**src/rtl/ptd_pkg.sv**
```systemverilog
// shared types and constants of the polyline turnpoint decoder
`timescale 1ns / 1ps
package ptd_pkg;

    // decode limits
    localparam int unsigned SHIFT_LIMIT_DEF = 30;

    localparam int CHAR_W     = 8;
    localparam int GROUP_W    = 5;
    localparam int ACC_W      = 35;
    localparam int SHIFT_W    = 6;
    localparam int IDX_W      = 3;
    localparam int VAL_W      = 32;
    localparam int NUM_VALUES = 4;
    localparam int SLOT_W     = 2;
    localparam int RAD_W      = 16;

    localparam logic [CHAR_W-1:0]  CHAR_BIAS  = 8'd63;
    localparam logic [SHIFT_W-1:0] SHIFT_MAX  = 6'd63;
    localparam logic [SHIFT_W:0]   SHIFT_STEP = 7'd5;

    // value slots in string order
    localparam logic [SLOT_W-1:0] SLOT_LON = 2'd0;
    localparam logic [SLOT_W-1:0] SLOT_LAT = 2'd1;
    localparam logic [SLOT_W-1:0] SLOT_ALT = 2'd2;
    localparam logic [SLOT_W-1:0] SLOT_RAD = 2'd3;

    // coordinate window in 1e-5 degree
    localparam logic signed [VAL_W-1:0] LAT_MAX_E5 = 32'sd9000000;
    localparam logic signed [VAL_W-1:0] LAT_MIN_E5 = -32'sd9000000;
    localparam logic signed [VAL_W-1:0] LON_MAX_E5 = 32'sd18000000;
    localparam logic signed [VAL_W-1:0] LON_MIN_E5 = -32'sd18000000;

    localparam logic [RAD_W-1:0] RAD_SAT = 16'hFFFF;

    typedef enum logic [2:0] {
        ERR_NONE       = 3'd0,
        ERR_TRUNC      = 3'd1,
        ERR_LONG       = 3'd2,
        ERR_COUNT      = 3'd3,
        ERR_NEG_RADIUS = 3'd4,
        ERR_RANGE      = 3'd5
    } t_err;

    typedef struct packed {
        logic [CHAR_W-1:0] char_byte;
        logic              is_last;
    } t_char_beat;

    typedef struct packed {
        logic                    valid_res;
        t_err                    error_kind;
        logic signed [VAL_W-1:0] lon_e5;
        logic signed [VAL_W-1:0] lat_e5;
        logic signed [VAL_W-1:0] alt_m;
        logic [RAD_W-1:0]        cyl_radius;
    } t_result_beat;

    // end-of-string snapshot handed from accumulator to checker
    typedef struct packed {
        t_err                                 err;
        logic [NUM_VALUES-1:0][VAL_W-1:0]     vals;
    } t_snap;

endpackage

```
**src/rtl/ptd_char_if.sv**
```systemverilog
// character stream channel
`timescale 1ns / 1ps
interface ptd_char_if import ptd_pkg::*; ();
    logic       valid;
    logic       ready;
    t_char_beat data;

    modport source (output valid, output data, input ready);
    modport sink   (input valid, input data, output ready);
endinterface

```
**src/rtl/ptd_result_if.sv**
```systemverilog
// decoded turnpoint result channel
`timescale 1ns / 1ps
interface ptd_result_if import ptd_pkg::*; ();
    logic         valid;
    logic         ready;
    t_result_beat data;

    modport source (output valid, output data, input ready);
    modport sink   (input valid, input data, output ready);
endinterface

```
**src/rtl/ptd_accum.sv**
```systemverilog
// input register, per-character varint gathering and end-of-string snapshot
`timescale 1ns / 1ps
module ptd_accum import ptd_pkg::*; #(
    parameter int unsigned SHIFT_LIMIT = SHIFT_LIMIT_DEF
) (
    input  logic       i_clk,
    input  logic       i_rst_n,
    ptd_char_if.sink   i_in,
    output logic       o_snap_vld,
    output t_snap      o_snap,
    input  logic       i_snap_rdy
);

    logic                             r_in_vld;
    t_char_beat                       r_in;
    logic [IDX_W-1:0]                 r_idx,   n_idx;
    logic [SHIFT_W-1:0]               r_shift, n_shift;
    logic [ACC_W-1:0]                 r_acc,   n_acc;
    t_err                             r_err,   n_err;
    logic [NUM_VALUES-1:0][VAL_W-1:0] r_vals,  n_vals;
    logic                             r_snap_vld;
    t_snap                            r_snap;

    logic [CHAR_W-1:0]  w_bits;
    logic [ACC_W-1:0]   w_acc_or;
    logic [SHIFT_W:0]   w_shift_sum;
    logic               w_snap_rdy;
    logic               w_consume;
    logic               w_load_snap;
    t_err               w_base_err;

    always_comb begin
        w_bits      = r_in.char_byte - CHAR_BIAS;
        w_acc_or    = r_acc | (ACC_W'(w_bits[GROUP_W-1:0]) << r_shift);
        w_shift_sum = {1'b0, r_shift} + SHIFT_STEP;
        n_idx   = r_idx;
        n_shift = r_shift;
        n_acc   = r_acc;
        n_err   = r_err;
        n_vals  = r_vals;
        if (r_err != ERR_NONE) begin
            // sticky: ignore until end of string
        end else if (r_idx >= IDX_W'(NUM_VALUES)) begin
            n_err = ERR_COUNT;
        end else if (r_shift > SHIFT_W'(SHIFT_LIMIT)) begin
            n_err = ERR_LONG;
        end else if (w_bits[CHAR_W-1:GROUP_W] != '0) begin
            // continue bit set
            n_acc   = w_acc_or;
            n_shift = (w_shift_sum > {1'b0, SHIFT_MAX}) ? SHIFT_MAX
                                                        : w_shift_sum[SHIFT_W-1:0];
        end else begin
            // last group: zigzag decode into the next slot
            n_vals[r_idx[SLOT_W-1:0]] = w_acc_or[VAL_W:1] ^ {VAL_W{w_acc_or[0]}};
            n_idx   = IDX_W'(r_idx + IDX_W'(1));
            n_shift = '0;
            n_acc   = '0;
        end

        if (n_err != ERR_NONE) begin
            w_base_err = n_err;
        end else if (n_shift != '0 || n_acc != '0) begin
            w_base_err = ERR_TRUNC;
        end else if (n_idx != IDX_W'(NUM_VALUES)) begin
            w_base_err = ERR_COUNT;
        end else begin
            w_base_err = ERR_NONE;
        end
    end

    assign w_snap_rdy  = !r_snap_vld || i_snap_rdy;
    assign w_consume   = r_in_vld && (!r_in.is_last || w_snap_rdy);
    assign w_load_snap = w_consume && r_in.is_last;
    assign i_in.ready  = !r_in_vld || w_consume;

    always_ff @(posedge i_clk) begin
        if (!i_rst_n) begin
            r_in_vld   <= 1'b0;
            r_idx      <= '0;
            r_shift    <= '0;
            r_acc      <= '0;
            r_err      <= ERR_NONE;
            r_snap_vld <= 1'b0;
        end else begin
            if (i_in.ready) begin
                r_in_vld <= i_in.valid;
            end
            if (w_consume) begin
                if (r_in.is_last) begin
                    r_idx   <= '0;
                    r_shift <= '0;
                    r_acc   <= '0;
                    r_err   <= ERR_NONE;
                end else begin
                    r_idx   <= n_idx;
                    r_shift <= n_shift;
                    r_acc   <= n_acc;
                    r_err   <= n_err;
                end
            end
            if (w_load_snap) begin
                r_snap_vld <= 1'b1;
            end else if (i_snap_rdy) begin
                r_snap_vld <= 1'b0;
            end
        end
    end

    // payload registers
    always_ff @(posedge i_clk) begin
        if (i_in.valid && i_in.ready) begin
            r_in <= i_in.data;
        end
        if (w_consume) begin
            r_vals <= n_vals;
        end
        if (w_load_snap) begin
            r_snap.err  <= w_base_err;
            r_snap.vals <= n_vals;
        end
    end

    assign o_snap_vld = r_snap_vld;
    assign o_snap     = r_snap;

endmodule

```
**src/rtl/ptd_check.sv**
```systemverilog
// final radius and coordinate checks and the result register
`timescale 1ns / 1ps
module ptd_check import ptd_pkg::*; (
    input  logic        i_clk,
    input  logic        i_rst_n,
    input  logic        i_snap_vld,
    input  t_snap       i_snap,
    output logic        o_snap_rdy,
    ptd_result_if.source o_out
);

    logic                    r_out_vld;
    t_result_beat            r_out;
    t_result_beat            n_out;
    logic signed [VAL_W-1:0] w_lon;
    logic signed [VAL_W-1:0] w_lat;
    logic [VAL_W-1:0]        w_rad;
    t_err                    w_err;

    always_comb begin
        w_lon = $signed(i_snap.vals[SLOT_LON]);
        w_lat = $signed(i_snap.vals[SLOT_LAT]);
        w_rad = i_snap.vals[SLOT_RAD];
        w_err = i_snap.err;
        if (w_err == ERR_NONE) begin
            if (w_rad[VAL_W-1]) begin
                w_err = ERR_NEG_RADIUS;
            end else if (w_lat < LAT_MIN_E5 || w_lat > LAT_MAX_E5 ||
                         w_lon < LON_MIN_E5 || w_lon > LON_MAX_E5) begin
                w_err = ERR_RANGE;
            end
        end
        n_out = '0;
        n_out.error_kind = w_err;
        if (w_err == ERR_NONE) begin
            n_out.valid_res  = 1'b1;
            n_out.lon_e5     = w_lon;
            n_out.lat_e5     = w_lat;
            n_out.alt_m      = $signed(i_snap.vals[SLOT_ALT]);
            n_out.cyl_radius = (w_rad[VAL_W-1:RAD_W] != '0) ? RAD_SAT : w_rad[RAD_W-1:0];
        end
    end

    assign o_snap_rdy = !r_out_vld || o_out.ready;

    always_ff @(posedge i_clk) begin
        if (!i_rst_n) begin
            r_out_vld <= 1'b0;
        end else if (o_snap_rdy) begin
            r_out_vld <= i_snap_vld;
        end
    end

    always_ff @(posedge i_clk) begin
        if (o_snap_rdy && i_snap_vld) begin
            r_out <= n_out;
        end
    end

    assign o_out.valid = r_out_vld;
    assign o_out.data  = r_out;

endmodule

```
**src/rtl/polyline_turnpoint_decoder_unit.sv**
```systemverilog
// top level of the polyline turnpoint decoder
`timescale 1ns / 1ps
// decodes one encoded turnpoint string, one character per input beat, the
// last character flagged by is_last. each character minus 63 gives five data
// bits and a continue bit; the groups build four zigzag-signed values in the
// order longitude, latitude, altitude, radius. one result beat leaves per
// string: either the turnpoint (coordinates in 1e-5 degree, radius clipped to
// 65535) or an error code with all value fields zero. SHIFT_LIMIT bounds how
// far one value may grow before it counts as too long. the block takes one
// character every cycle, sustained, also while one result waits at the
// output; only the last character of a further string stalls, when both the
// snapshot and the result register are still full. a result is presented
// once its last character has passed the input register, the gathering
// stage with end-of-string snapshot and the check stage with result
// register. the per-character gathering register loop sets the character
// rate. ready runs back combinationally from the output through the three
// stage registers, so a stalled sink holds the pipe.
module polyline_turnpoint_decoder_unit import ptd_pkg::*; #(
    parameter int unsigned SHIFT_LIMIT = SHIFT_LIMIT_DEF
) (
    input  logic         i_clk,
    input  logic         i_rst_n,
    ptd_char_if.sink     i_in,
    ptd_result_if.source o_out
);

    // snapshot hand-off between the gathering and check stages
    logic  w_snap_vld;
    logic  w_snap_rdy;
    t_snap w_snap;

    ptd_accum #(
        .SHIFT_LIMIT (SHIFT_LIMIT)
    ) u_accum (
        .i_clk      (i_clk),
        .i_rst_n    (i_rst_n),
        .i_in       (i_in),
        .o_snap_vld (w_snap_vld),
        .o_snap     (w_snap),
        .i_snap_rdy (w_snap_rdy)
    );

    ptd_check u_check (
        .i_clk      (i_clk),
        .i_rst_n    (i_rst_n),
        .i_snap_vld (w_snap_vld),
        .i_snap     (w_snap),
        .o_snap_rdy (w_snap_rdy),
        .o_out      (o_out)
    );

endmodule
```
**src/flat_wrapper.sv**
```systemverilog
// flat-port wrapper written by rule: the top's interface ports become plain ports
module polyline_turnpoint_decoder_unit_flat import ptd_pkg::*;
#(
    parameter int unsigned SHIFT_LIMIT = SHIFT_LIMIT_DEF
)
  (i_clk, i_rst_n, i_in_valid, i_in_data, i_in_ready, o_out_valid, o_out_data, o_out_ready);
  ptd_char_if i_in_i ();
  ptd_result_if o_out_i ();
  input  logic i_clk;
  input  logic i_rst_n;
  input wire logic [$bits(i_in_i.valid)-1:0] i_in_valid;
  input wire logic [$bits(i_in_i.data)-1:0] i_in_data;
  output wire logic [$bits(i_in_i.ready)-1:0] i_in_ready;
  output wire logic [$bits(o_out_i.valid)-1:0] o_out_valid;
  output wire logic [$bits(o_out_i.data)-1:0] o_out_data;
  input wire logic [$bits(o_out_i.ready)-1:0] o_out_ready;
  assign i_in_i.valid = i_in_valid;
  assign i_in_i.data = i_in_data;
  assign i_in_ready = i_in_i.ready;
  assign o_out_valid = o_out_i.valid;
  assign o_out_data = o_out_i.data;
  assign o_out_i.ready = o_out_ready;
  polyline_turnpoint_decoder_unit #(.SHIFT_LIMIT(SHIFT_LIMIT)) u_core (.i_clk(i_clk), .i_rst_n(i_rst_n), .i_in(i_in_i), .o_out(o_out_i));
endmodule
```
**config.mk**
```make
export PLATFORM = sky130hd
export DESIGN_NAME = polyline_turnpoint_decoder_unit_flat
export DESIGN_NICKNAME = d
export VERILOG_FILES = /design/src/rtl/ptd_pkg.sv /design/src/rtl/ptd_char_if.sv /design/src/rtl/ptd_result_if.sv /design/src/rtl/ptd_accum.sv /design/src/rtl/ptd_check.sv /design/src/rtl/polyline_turnpoint_decoder_unit.sv /design/src/flat_wrapper.sv
export SDC_FILE = /design/constraint.sdc
export NUM_CORES = 1
export LEC_CHECK = 0
export ABC_AREA = 1
export BUFFER_PORTS_ARGS = -buffer_cell sky130_fd_sc_hd__buf_4
export CORE_MARGIN = 8
export CORE_UTILIZATION = 65
export DETAILED_ROUTE_END_ITERATION = 7
export PLACE_DENSITY_LB_ADDON = 0.2
export SLEW_MARGIN = 20
export SYNTH_ARGS = -nofsm -noshare
export SYNTH_HDL_FRONTEND = slang
export SYNTH_SLANG_ARGS = --single-unit
```
**constraint.sdc**
```tcl
create_clock -name i_clk -period 22.9 [get_ports i_clk]
set_clock_uncertainty 0.15 [all_clocks]
set_input_delay 5.725 -clock i_clk [delete_from_list [all_inputs] [get_ports i_clk]]
set_output_delay 5.725 -clock i_clk [all_outputs]
set_load 0.005 [all_outputs]
```
# == Yosys cells after proc, flatten, opt, wreduce, memory -nomap -nowiden ==
# Index checks and enable logic that the tools add are counted.
# classes
addsub,3
magnitude_cmp,9
eq_ne,1
n_shift,1
mux,37
bitwise_logic,2
n_reduce_logical,26
# ops
op,n
$mux 128,4
$mux 35,5
$bwmux 128,1
$demux 32 s2,1
$mux 3,13
$mux 6,6
$or 35x35->35,1
$reduce_bool 35->1,1
$shl 5x6->35,1
$gt 32x25->1 const B,1
$gt 32x26->1 const B,1
$lt 32x25->1 const B,1
$lt 32x26->1 const B,1
$mux 32,1
$xor 32x32->32,1
$mux 16,1
$reduce_bool 16->1,1
$reduce_bool 3->1,3
$logic_or 1x1->1,8
$sub 8x6->8 const B,1
$add 6x3->7 const B,1
$gt 7x6->1 const B,1
$gt 6x5->1 const B,1
$logic_not 3->1,2
11 further kinds,21
# totals
register_bits,434
in_bits,13
output_inout_bits,118
wordCells,103

# == Longest topological paths before layout ==
# Gate-level depths: netlist of run 1.
# depth
depth_word,11
depth_mapped,21

# == Cells and area by module ==
# Synthesis of run 1 repeated with hierarchy kept, for this count alone.
# hier_totals
cells_unflattened,1794
area_unflattened_um2,19200.9
# modules_own_cells
module,n_inst,cells_each,area_each_um2,seq_area_each_um2
ptd_accum,1,1267,13446.6,9028.7
ptd_check,1,527,5754.3,3503.4

# == Worst setup path before layout of run 1 ==
# OpenSTA, ideal clock, no wires.
# synth_path
path_kind,in2reg
startpoint,input port o_out_ready
endpoint,register u_core.u_accum.r_snap (netlist bit u_core.u_accum.o_snap[0]) (enable)
setup_ps,484
t_arrival_ps,11546
t_required_ps,22266
path_slack_ps,10720
stages,8
n_path_buf,0
path_cell_list,nor2_1 > inv_1 > nor2_1 > nand2_1 > nand2_1 > inv_1 > nand2_1 > inv_1
# synth_between
elab_chain_len,5
# synth_lines
item,line,rtl
start: declaration,flat_wrapper.sv:16,input wire logic [$bits(o_out_i.ready)-1:0] o_out_ready;
$logic_or 1x1->1,ptd_check.sv:44,assign o_snap_rdy = !r_out_vld || o_out.ready;
$logic_or 1x1->1,ptd_accum.sv:71,assign w_snap_rdy = !r_snap_vld || i_snap_rdy;
$logic_or 1x1->1,ptd_accum.sv:72,assign w_consume = r_in_vld && (!r_in.is_last || w_snap_rdy);
$logic_and 1x1->1,ptd_accum.sv:72,
via u_core.u_accum.w_consume,ptd_accum.sv:28,logic w_consume;
$logic_and 1x1->1,ptd_accum.sv:73,assign w_load_snap = w_consume && r_in.is_last;
via u_core.u_accum.w_load_snap,ptd_accum.sv:29,logic w_load_snap;
end: declaration,ptd_accum.sv:22,t_snap r_snap;
# The timed path passes the listed nets, and every way through them passes these cells.
# A chain may end at the register's enable or synchronous reset.

# == Worst setup path in the final report of run 1 ==
# layout_path
startpoint,input port o_out_ready
endpoint,output port i_in_ready
# layout_between
elab_chain_len,5
# layout_lines
item,line,rtl
$logic_or 1x1->1,ptd_check.sv:44,
$logic_or 1x1->1,ptd_accum.sv:71,
$logic_or 1x1->1,ptd_accum.sv:72,
$logic_and 1x1->1,ptd_accum.sv:72,
$logic_or 1x1->1,ptd_accum.sv:74,assign i_in.ready = !r_in_vld || w_consume;
end: declaration,flat_wrapper.sv:13,output wire logic [$bits(i_in_i.ready)-1:0] i_in_ready;
# Every way passes these cells.

==> results.yml, run 1 <==
outcome:
  status: "complete, no violations"
global_routing:
  grt_pass1_wl_mm: 64.1
  grt_pass1_vias: 12100
  antenna_found_initial: 1
  grt_usage_pct: 24.1
  grt_max_degree: 88
  overflow: 0
finish:
  final_area_um2: 20900
  drive_gt1_share_pct: 12.1
  diodes: 0
  final_cells: 2259
  n_fill_cell: 1800
  nets: 1874
  area_growth_pct: 13.7
  post-route-util_pct: 75.1
power:
  swShare_pct: 21.5
  power_density_nw_per_um2: 77.1
  ir_worst_vdd_mv: 0.0635
  pwr-share-seq_pct: 55.2
  p_leak_nw: 8.50
  comb_power_share_pct: 5.3
  clockPowerShare_pct: 39.5
  p_sw_mw: 0.346
  intPower_mw: 1.27
placed_design:
  place_congestion: 0.914
  dpl_cell_area_um2: 19700
  dpl.hpwl_mm: 28.3
  dp.cells: 2187
  port_buffers: 130
floorplanning:
  row_count: 61
  die_w_um: 184
  core_um2: 27900
  die-area_um2: 33900
  ios: 131
  die_y_um: 184
  initial_core_util_pct: 66.0
cts:
  cts_tree: "built"
  cts_htree_levels: 2
  cts.repair.resized: 0
  post_cts_buffers: 0
  numClockSinks: 434
  holdBufCountCts: 0
  clock_path_buffers: 3
  clockRootBuffer: "clkbuf_16"
  clkSlewWorstSetupHoldPaths_ns: 0.06
  clock_latency_ns: 0.53
  cts_buffers: 41
worst_setup_path:
  crit_chain: "buf_4, nor2_1, inv_1, nor2_1, nand3_1, buf_4"
  end_kind: "output port"
  path_max_fanout: 4
  timing_worst_setup_path_type: "primary input to output port"
  r2r_start: "u_core.u_check.o_out.valid"
  r2r_slack_ns: 18.88
  r2r-end: "u_core.u_accum.o_snap[7]"
  critPathSlowestCell: "nor2_1"
  worstPathArrival_ns: 6.64
  worst_setup_path_start_kind: "primary input"
  crit_required_ns: 17.03
  cpPeakStageDelay_ns: 0.21
  worstRegToRegCells: 11
synth:
  synth-async-reset-ratio_pct: 0
  synth_top_area_cell: "edfxtp_1"
  synth_ff_type: "edfxtp_1"
  yosysSeqAreaShare_pct: 68.1
  ys_top_cells_by_area: "edfxtp_1, nand2_1, dfxtp_1"
  syn_inst: 1736
  ys_types: 41
  synth_edf_count: 384
  synth_fp_nets: 1757
  ys_warn_count: 0
  ys_seq_elements: 434
  synth_area_per_cell_um2: 10.6
  synth_top_area_share_pct: 62.7
  synth.cell_area_um2: 18400
sta:
  fmax_ghz: 0.0799
  finalSetupViolCount: 0
  tightest_slew_ns: 0.945
  post-route-period-util_pct: 54.6
  period_needed_ns: 12.51
  hold_ws_ns: 0.319
  hold_violations: 0
  maxSlewViolCount: 0
  setup_tns_ns: 0
  slew_headroom_pct: 37.0
  rsz0062_at_grt: "no"
worst_hold_path:
  hold_depth: 2
  min_path_type: "register to register"
  hold_path.startpoint: "u_core.u_accum.r_acc[5]"
  hold_end: "u_core.u_accum.r_acc[5]"
routing:
  drt-total-wl_mm: 42.0
  routedWlPerCell_um: 18.6
  via_per_inst: 5.72
  ant_nets: 0
  drc: 0
  drt_pass1_iterations: 6
  vias: 12900
  drt-initial-drc-count: 1516
flow_run:
  drv_cap: 0
==> cells in the final DEF, fill, tap and decap left out, types with 8 or more instances in the layout <==
cell type	n
ha_1	8
nor2_1	212
nand2_1	400
xor2_1	33
inv_1	167
buf_4	143
a21oi_1	74
clkbuf_16	41
dfxtp_1	50
edfxtp_1	384
clkinv_1	10
nand4_1	32
nand3_1	83
nor4_1	15
o21ai_0	142
==> synthesized netlist by cell type, types with 4 or more instances <==
| master | number |
|---|---|
| nor2_4 | 4 |
| a21oi_1 | 75 |
| xor2_1 | 33 |
| nand2_1 | 400 |
| nor4_1 | 15 |
| inv_2 | 7 |
| edfxtp_1 | 384 |
| a2bb2oi_1 | 6 |
| buf_2 | 15 |
| nand3_1 | 83 |
| inv_1 | 169 |
| clkbuf_1 | 48 |
| nor2_1 | 214 |
| nor3_1 | 5 |
| dfxtp_1 | 50 |
| o21ai_1 | 5 |
| nand4_1 | 32 |
| ha_1 | 8 |
| buf_4 | 5 |
| o21ai_0 | 142 |
| a21boi_1 | 4 |
==> flip-flops by register name, indices dropped and copies added (netlist names) <==
signal	flops
u_core.u_check.o_out.valid	1
u_core.u_accum.r_in	9
u_core.u_accum.r_acc	35
u_core.u_accum.r_in_vld	1
u_core.u_accum.r_shift	6
u_core.u_check.o_out.data	116
u_core.u_accum.r_vals	128
u_core.u_accum.o_snap	131
u_core.u_accum.r_err	3
u_core.u_accum.o_snap_vld	1
u_core.u_accum.r_idx	3
==> through the flow <==
stage	power, mW	worst slack [ns]
floorplan	0.958	10.72
global placement	0.989	10.40
detailed placement	0.992	10.38
CTS	1.62	10.38
global route	1.66	10.29
finish	1.61	10.39
==> final cells by class <==
class | count | area (um2) | share of cell area [%]
clock buffer | 48 | 1060 | 5.08
clock inverter | 23 | 190 | 0.909
inverter | 177 | 671 | 3.20
multi-input combinational | 1055 | 4910 | 23.5
sequential | 434 | 12500 | 59.9
tap | 378 | 473 | 2.26
timing repair buffer | 144 | 1080 | 5.18
==> kinds of logic (layout without fill, tap and decap cells) <==
kind of cell	count (synthesis)	in the layout	synth area share [%]
XOR/XNOR	34	34	1.62
flip-flops	434	434	68.1
AND/OR/NAND/NOR	766	766	17.3
AO/OA/AOI/OAI	247	247	7.11
adder cells (fa/ha/maj)	8	8	0.544
buffers and inverters	247	392	5.29
==> routing by layer <==
| metal | track usage [%] | vias up | part of all wire (%) |
|---|---|---|---|
| met3 | 3.88 | 116 | 8.5 |
| met5 | 0 | - | 0.029 |
| met1 | 31.1 | 6125 | 39 |
| li1 | - | 6100 | - |
| met2 | 40.3 | 573 | 49 |
| met4 | 10.4 | 2 | 4.0 |
==> power groups by stage <==
stage	clock (mW)	sequential, mW	combinational (mW)
final	0.638	0.892	0.0850
after floorplan	0	0.907	0.0502
after global placement	0	0.907	0.0816
after CTS	0.644	0.892	0.0846
after global routing	0.674	0.893	0.0916
after detailed placement	0	0.908	0.0840
==> worst max path at each step <==
stage,end,slack (ns),start,depth (start not counted)
CTS,i_in_ready,10.38,o_out_ready,6
finish,i_in_ready,10.39,o_out_ready,6
global route,i_in_ready,10.29,o_out_ready,6
floorplan,u_core.u_accum.o_snap[0],10.72,o_out_ready,8
global placement,i_in_ready,10.40,o_out_ready,6
detailed placement,i_in_ready,10.38,o_out_ready,6
==> critical path, delay by kind of cell <==
family,cells,cell delay [ns]
buffers and inverters,3,0.37
AND/OR/NAND/NOR,3,0.55
No activity file was read; power rests on OpenSTA's default activity.
==> run 2: changes to the inputs <==
--- a/config.mk
+++ b/config.mk
@@ -8,7 +8,7 @@
 export ABC_AREA = 1
 export BUFFER_PORTS_ARGS = -buffer_cell sky130_fd_sc_hd__buf_4
 export CORE_MARGIN = 8
-export CORE_UTILIZATION = 65
+export CORE_UTILIZATION = 60
 export DETAILED_ROUTE_END_ITERATION = 7
 export PLACE_DENSITY_LB_ADDON = 0.2
 export SLEW_MARGIN = 20
==> constraint.sdc (replaced) <==
create_clock -name i_clk -period 13.06 [get_ports i_clk]
set_clock_uncertainty 0.15 [all_clocks]
set_input_delay 3.265 -clock i_clk [delete_from_list [all_inputs] [get_ports i_clk]]
set_output_delay 3.265 -clock i_clk [all_outputs]
set_load 0.005 [all_outputs]
==> run 2 against run 1 <==
Cell count grew 0.97%. Worst setup slack lost 4.9 ns. Core utilization shrank 5.8 points. Clock power grew 91%. Global-route usage shrank 1.3 points. Power grew 82%. Highest routed layer is now met4.
==> results.yml, run 2 (synthesized netlist as in run 1, its figures left out) <==
power:
  ir_worst_vdd_mv: 0.0929
  p_sw_mw: 0.634
  power_density_nw_per_um2: 139
  swShare_pct: 21.6
  p_total_mw: 2.94
  intPower_mw: 2.30
  comb_power_share_pct: 5.2
  p_leak_nw: 8.56
  pwr-share-seq_pct: 53.3
  clockPowerShare_pct: 41.6
sta:
  setup_tns_ns: 0
  post-route-period-util_pct: 58.0
  slew_headroom_pct: 32.8
  hold_ws_ns: 0.314
  maxSlewViolCount: 0
  period_needed_ns: 7.58
  finalSetupViolCount: 0
  rsz0062_at_grt: "no"
  hold_violations: 0
  fin_ws_ns: 5.48
  tightest_slew_ns: 1.01
  fmax_ghz: 0.132
placed_design:
  dp_slack_ns: 5.49
  dpl.hpwl_mm: 28.2
  place_congestion: 0.910
  port_buffers: 130
  dp.cells: 2205
global_routing:
  grt_pass1_wl_mm: 66.0
  grt_max_degree: 92
  overflow: 0
  grt_pass1_vias: 12300
  antenna_found_initial: 0
  grt_usage_pct: 22.9
worst_hold_path:
  min_path_type: "register to register"
  hold_depth: 2
  hold_path.startpoint: "u_core.u_accum.r_acc[1]"
finish:
  regArea_um2: 12500
  multi_input_area_um2: 4910
  mostFrequentLayoutCells: "nand2_1, edfxtp_1, nor2_1, inv_1, buf_4"
  nets: 1875
  final_common_cell: "nand2_1"
  area_growth_pct: 14.6
  largest_reg_flops: 131
  n_fill_cell: 2199
  drive_gt1_share_pct: 12.4
  final_cells: 2281
  diodes: 0
cts:
  cts_buffers: 43
  post_cts_buffers: 0
  clock_latency_ns: 0.54
  cts_tree: "built"
  cts_htree_levels: 2
  clock_path_buffers: 3
  clkSlewWorstSetupHoldPaths_ns: 0.06
  cts.repair.resized: 0
  holdBufCountCts: 0
  numClockSinks: 434
  clockRootBuffer: "clkbuf_16"
worst_setup_path:
  worst_setup_path_start_kind: "primary input"
  r2r_slack_ns: 8.79
  end_kind: "output port"
  worstRegToRegCells: 12
  r2r-end: "u_core.u_accum.o_snap[77]"
  startpoint: "o_out_ready"
  worstPathArrival_ns: 4.16
  path_max_fanout: 4
  timing_worst_setup_path_type: "primary input to output port"
  r2r_start: "u_core.u_check.o_out.valid"
  crit_required_ns: 9.64
  endpoint: "i_in_ready"
floorplanning:
  die-area_um2: 36500
  die_y_um: 191
  initial_core_util_pct: 60.5
  core_um2: 30400
  die_w_um: 191
  row_count: 64
  ios: 131
flow_run:
  drv_cap: 0
routing:
  ant_nets: 0
  drc: 0
  via_per_inst: 5.63
  drt-initial-drc-count: 1309
  drt_pass1_iterations: 7
  drt-total-wl_mm: 42.5
  vias: 12800
  routedWlPerCell_um: 18.7
outcome:
  status: "complete, no violations"
[run 2: cell type report]
cell class / count / share of cell area [%]
timing repair buffer: 143 / 5.09
clock inverter: 22 / 1.22
clock buffer: 54 / 5.40
sequential: 434 / 59.5
inverter: 177 / 3.18
multi-input combinational: 1055 / 23.3
tap: 396 / 2.35
[run 2: worst max-delay path, cell delays in order]
cell and delay, ns:
buf_4 0.11, nor2_1 0.21, inv_1 0.09, nor2_1 0.20, nand3_1 0.13, buf_4 0.16
[run 2: how the worst min path moves through the flow]
stage | to
CTS | u_core.u_accum.r_acc[1]
finish | u_core.u_accum.r_acc[1]
global route | u_core.u_accum.r_acc[33]
detailed placement | u_core.u_accum.r_acc[1]
floorplan | u_core.u_accum.r_err[2]
global placement | u_core.u_accum.r_acc[1]
[run 2: per-layer routing]
metal | GRT usage (%) | wire length (um) | up-vias
li1 | - | - | 6114
met2 | 38.5 | 20700 | 513
met1 | 29.5 | 17000 | 6094
met3 | 3.67 | 3190 | 110
met5 | 0 | 0 | -
met4 | 8.70 | 1580 | 0
[run 2: per-stage QoR]
step           util (%)  cell area [um2]
4_1_cts            69.3            21100
5_1_grt            69.3            21100
3_5_place_dp       64.7            19700
6_report           69.3            21100
3_3_place_gp       64.7            19700
2_1_floorplan         -            18400
[run 2: power by group through the flow]
stage          clock network [mW]  registers, mW  logic (mW)
3_5_place_dp                    0           1.59       0.151
5_1_grt                      1.28           1.57       0.166
6_report                     1.22           1.56       0.153
4_1_cts                      1.23           1.56       0.152
3_3_place_gp                    0           1.59       0.148
2_1_floorplan                   0           1.59      0.0880
==> run 3: changes to the inputs <==
==> constraint.sdc (replaced) <==
create_clock -name i_clk -period 7.39 [get_ports i_clk]
set_clock_uncertainty 0.15 [all_clocks]
set_input_delay 1.8475 -clock i_clk [delete_from_list [all_inputs] [get_ports i_clk]]
set_output_delay 1.8475 -clock i_clk [all_outputs]
set_load 0.005 [all_outputs]
==> run 3 against run 2 <==
Register-to-register slack worse by 5.0 ns. Final area rose by 0.39%. First-iteration DRC count increased by 0.15%. Worst hold slack improved by 0.0065 ns. Clock power increased by 80%. Sequential power grew 77%. Die area unchanged. Critical path depth unchanged. Core utilization increased by 0.27 points. Sequential share of layout area shrank 0.23 points. Largest power group unchanged.
==> results.yml, run 3 (synthesized netlist as in run 1, its figures left out) <==
cts:
  clockRootBuffer: "clkbuf_16"
  cts_htree_levels: 2
  holdBufCountCts: 0
  clkSlewWorstSetupHoldPaths_ns: 0.06
  numClockSinks: 434
  clock_path_buffers: 3
  clock_latency_ns: 0.55
  cts_tree: "built"
  cts.repair.resized: 0
  cts_buffers: 43
  post_cts_buffers: 0
power:
  ir_worst_vdd_mv: 0.174
  p_total_mw: 5.22
  p_leak_nw: 8.60
  power_density_nw_per_um2: 247
global_routing:
  grt_pass1_wl_mm: 66.0
  grt_max_degree: 117
  grt_usage_pct: 22.7
  overflow: 0
  grt_pass1_vias: 12300
  grt_busiest_layer: "met2"
  antenna_found_initial: 0
  grt_use_met2_pct: 37.2
  grtUsageMet1_pct: 30.4
  use_met3_pct: 3.89
floorplanning:
  ios: 131
  core_um2: 30400
  die-area_um2: 36500
  die_y_um: 191
  row_count: 64
  initial_core_util_pct: 60.5
  die_w_um: 191
routing:
  vias: 12800
  drt_pass1_iterations: 7
  via_per_inst: 5.62
  routedWlPerCell_um: 18.3
  drc: 0
  drt-total-wl_mm: 41.8
  ant_nets: 0
  drt-initial-drc-count: 1311
worst_setup_path:
  worstPathArrival_ns: 2.75
  end_kind: "output port"
  crit_chain: "buf_4, nor2_1, inv_1, nor2_1, nand3_1, buf_4"
  critPathSlowestCell: "nor2_1"
  worst_setup_path_start_kind: "primary input"
  timing_worst_setup_path_type: "primary input to output port"
  cpPeakStageDelay_ns: 0.21
  path_max_fanout: 4
  crit_family: "simple AND/OR/NAND/NOR gates"
  crit_buf_inv: 3
  crit_required_ns: 5.39
worst_hold_path:
  min_path_type: "register to register"
finish:
  final_common_cell: "nand2_1"
  largest_reg_flops: 131
  drive_gt1_share_pct: 12.8
  final_cells: 2285
  post-route-util_pct: 69.5
  n_fill_cell: 2142
  diodes: 0
  area_growth_pct: 15.0
  nets: 1878
  mostFrequentLayoutCells: "nand2_1, edfxtp_1, nor2_1, inv_1, buf_4"
sta:
  slew_headroom_pct: 27.1
  setup_tns_ns: 0
  finalSetupViolCount: 0
  maxSlewViolCount: 0
  hold_violations: 0
  rsz0062_at_grt: "no"
  period_needed_ns: 4.75
  tightest_slew_ns: 1.09
  post-route-period-util_pct: 64.3
  fmax_ghz: 0.211
placed_design:
  place_congestion: 0.906
  dpl.hpwl_mm: 27.9
  port_buffers: 130
  dp.cells: 2206
flow_run:
  drv_cap: 0
outcome:
  status: "complete, no violations"
run 3: worst paths after layout:
check | start | to | slack [ns] | cells after the start
min | u_core.u_accum.r_err[2] | u_core.u_accum.r_err[2] | 0.32 | 2
min reg2reg | u_core.u_accum.r_err[2] | u_core.u_accum.r_err[2] | 0.32 | 2
max | o_out_ready | i_in_ready | 2.64 | 6
max reg2reg | u_core.u_accum.r_shift[3] | u_core.u_accum.o_snap[128] | 3.77 | 15
run 3: layer usage:
metal	vias to the layer above	part of all wire [%]	wire (um)
li1	6135	-	-
met1	6119	41	17200
met2	512	48	20200
met3	82	7.6	3180
met4	0	2.9	1220
met5	-	0	0
run 3: power breakdown:
| part | internal (mW) | switching [mW] |
|---|---|---|
| sequential | 2.73 | 0.0275 |
| combinational | 0.0658 | 0.202 |
| clock | 1.28 | 0.910 |
| total | 4.08 | 1.14 |
run 3: worst register-to-register path, stage by stage (launching register included):
cell	delay, ns
dfxtp_1	0.88
nand2_1	0.28
inv_1	0.11
nand3_1	0.07
nand2_1	0.14
nand2_4	0.17
inv_1	0.41
a21oi_1	0.14
a21boi_1	0.24
nand2_1	0.14
nor2_1	0.11
nand2_1	0.07
nor2_1	0.22
nand3_1	0.11
nand2_1	0.07
nand2_1	0.06
run 3: cell type report:
type,instances,area [um2],share of cell area (%)
multi-input combinational,1055,4910,23.2
tap,396,495,2.34
sequential,434,12500,59.2
timing repair buffer,146,1120,5.32
clock inverter,33,343,1.62
clock buffer,44,1080,5.10
inverter,177,672,3.18
run 3: through the flow:
| stage | setup WS (ns) | instance area [um2] | hold WS (ns) |
|---|---|---|---|
| 4_1_cts | 2.62 | 21100 | 0.317 |
| 5_1_grt | 2.56 | 21200 | 0.339 |
| 6_report | 2.64 | 21200 | 0.320 |
| 3_3_place_gp | 2.21 | 19700 | 0.301 |
| 2_1_floorplan | 0.0590 | 18400 | 0.282 |
| 3_5_place_dp | 2.13 | 19700 | 0.307 |
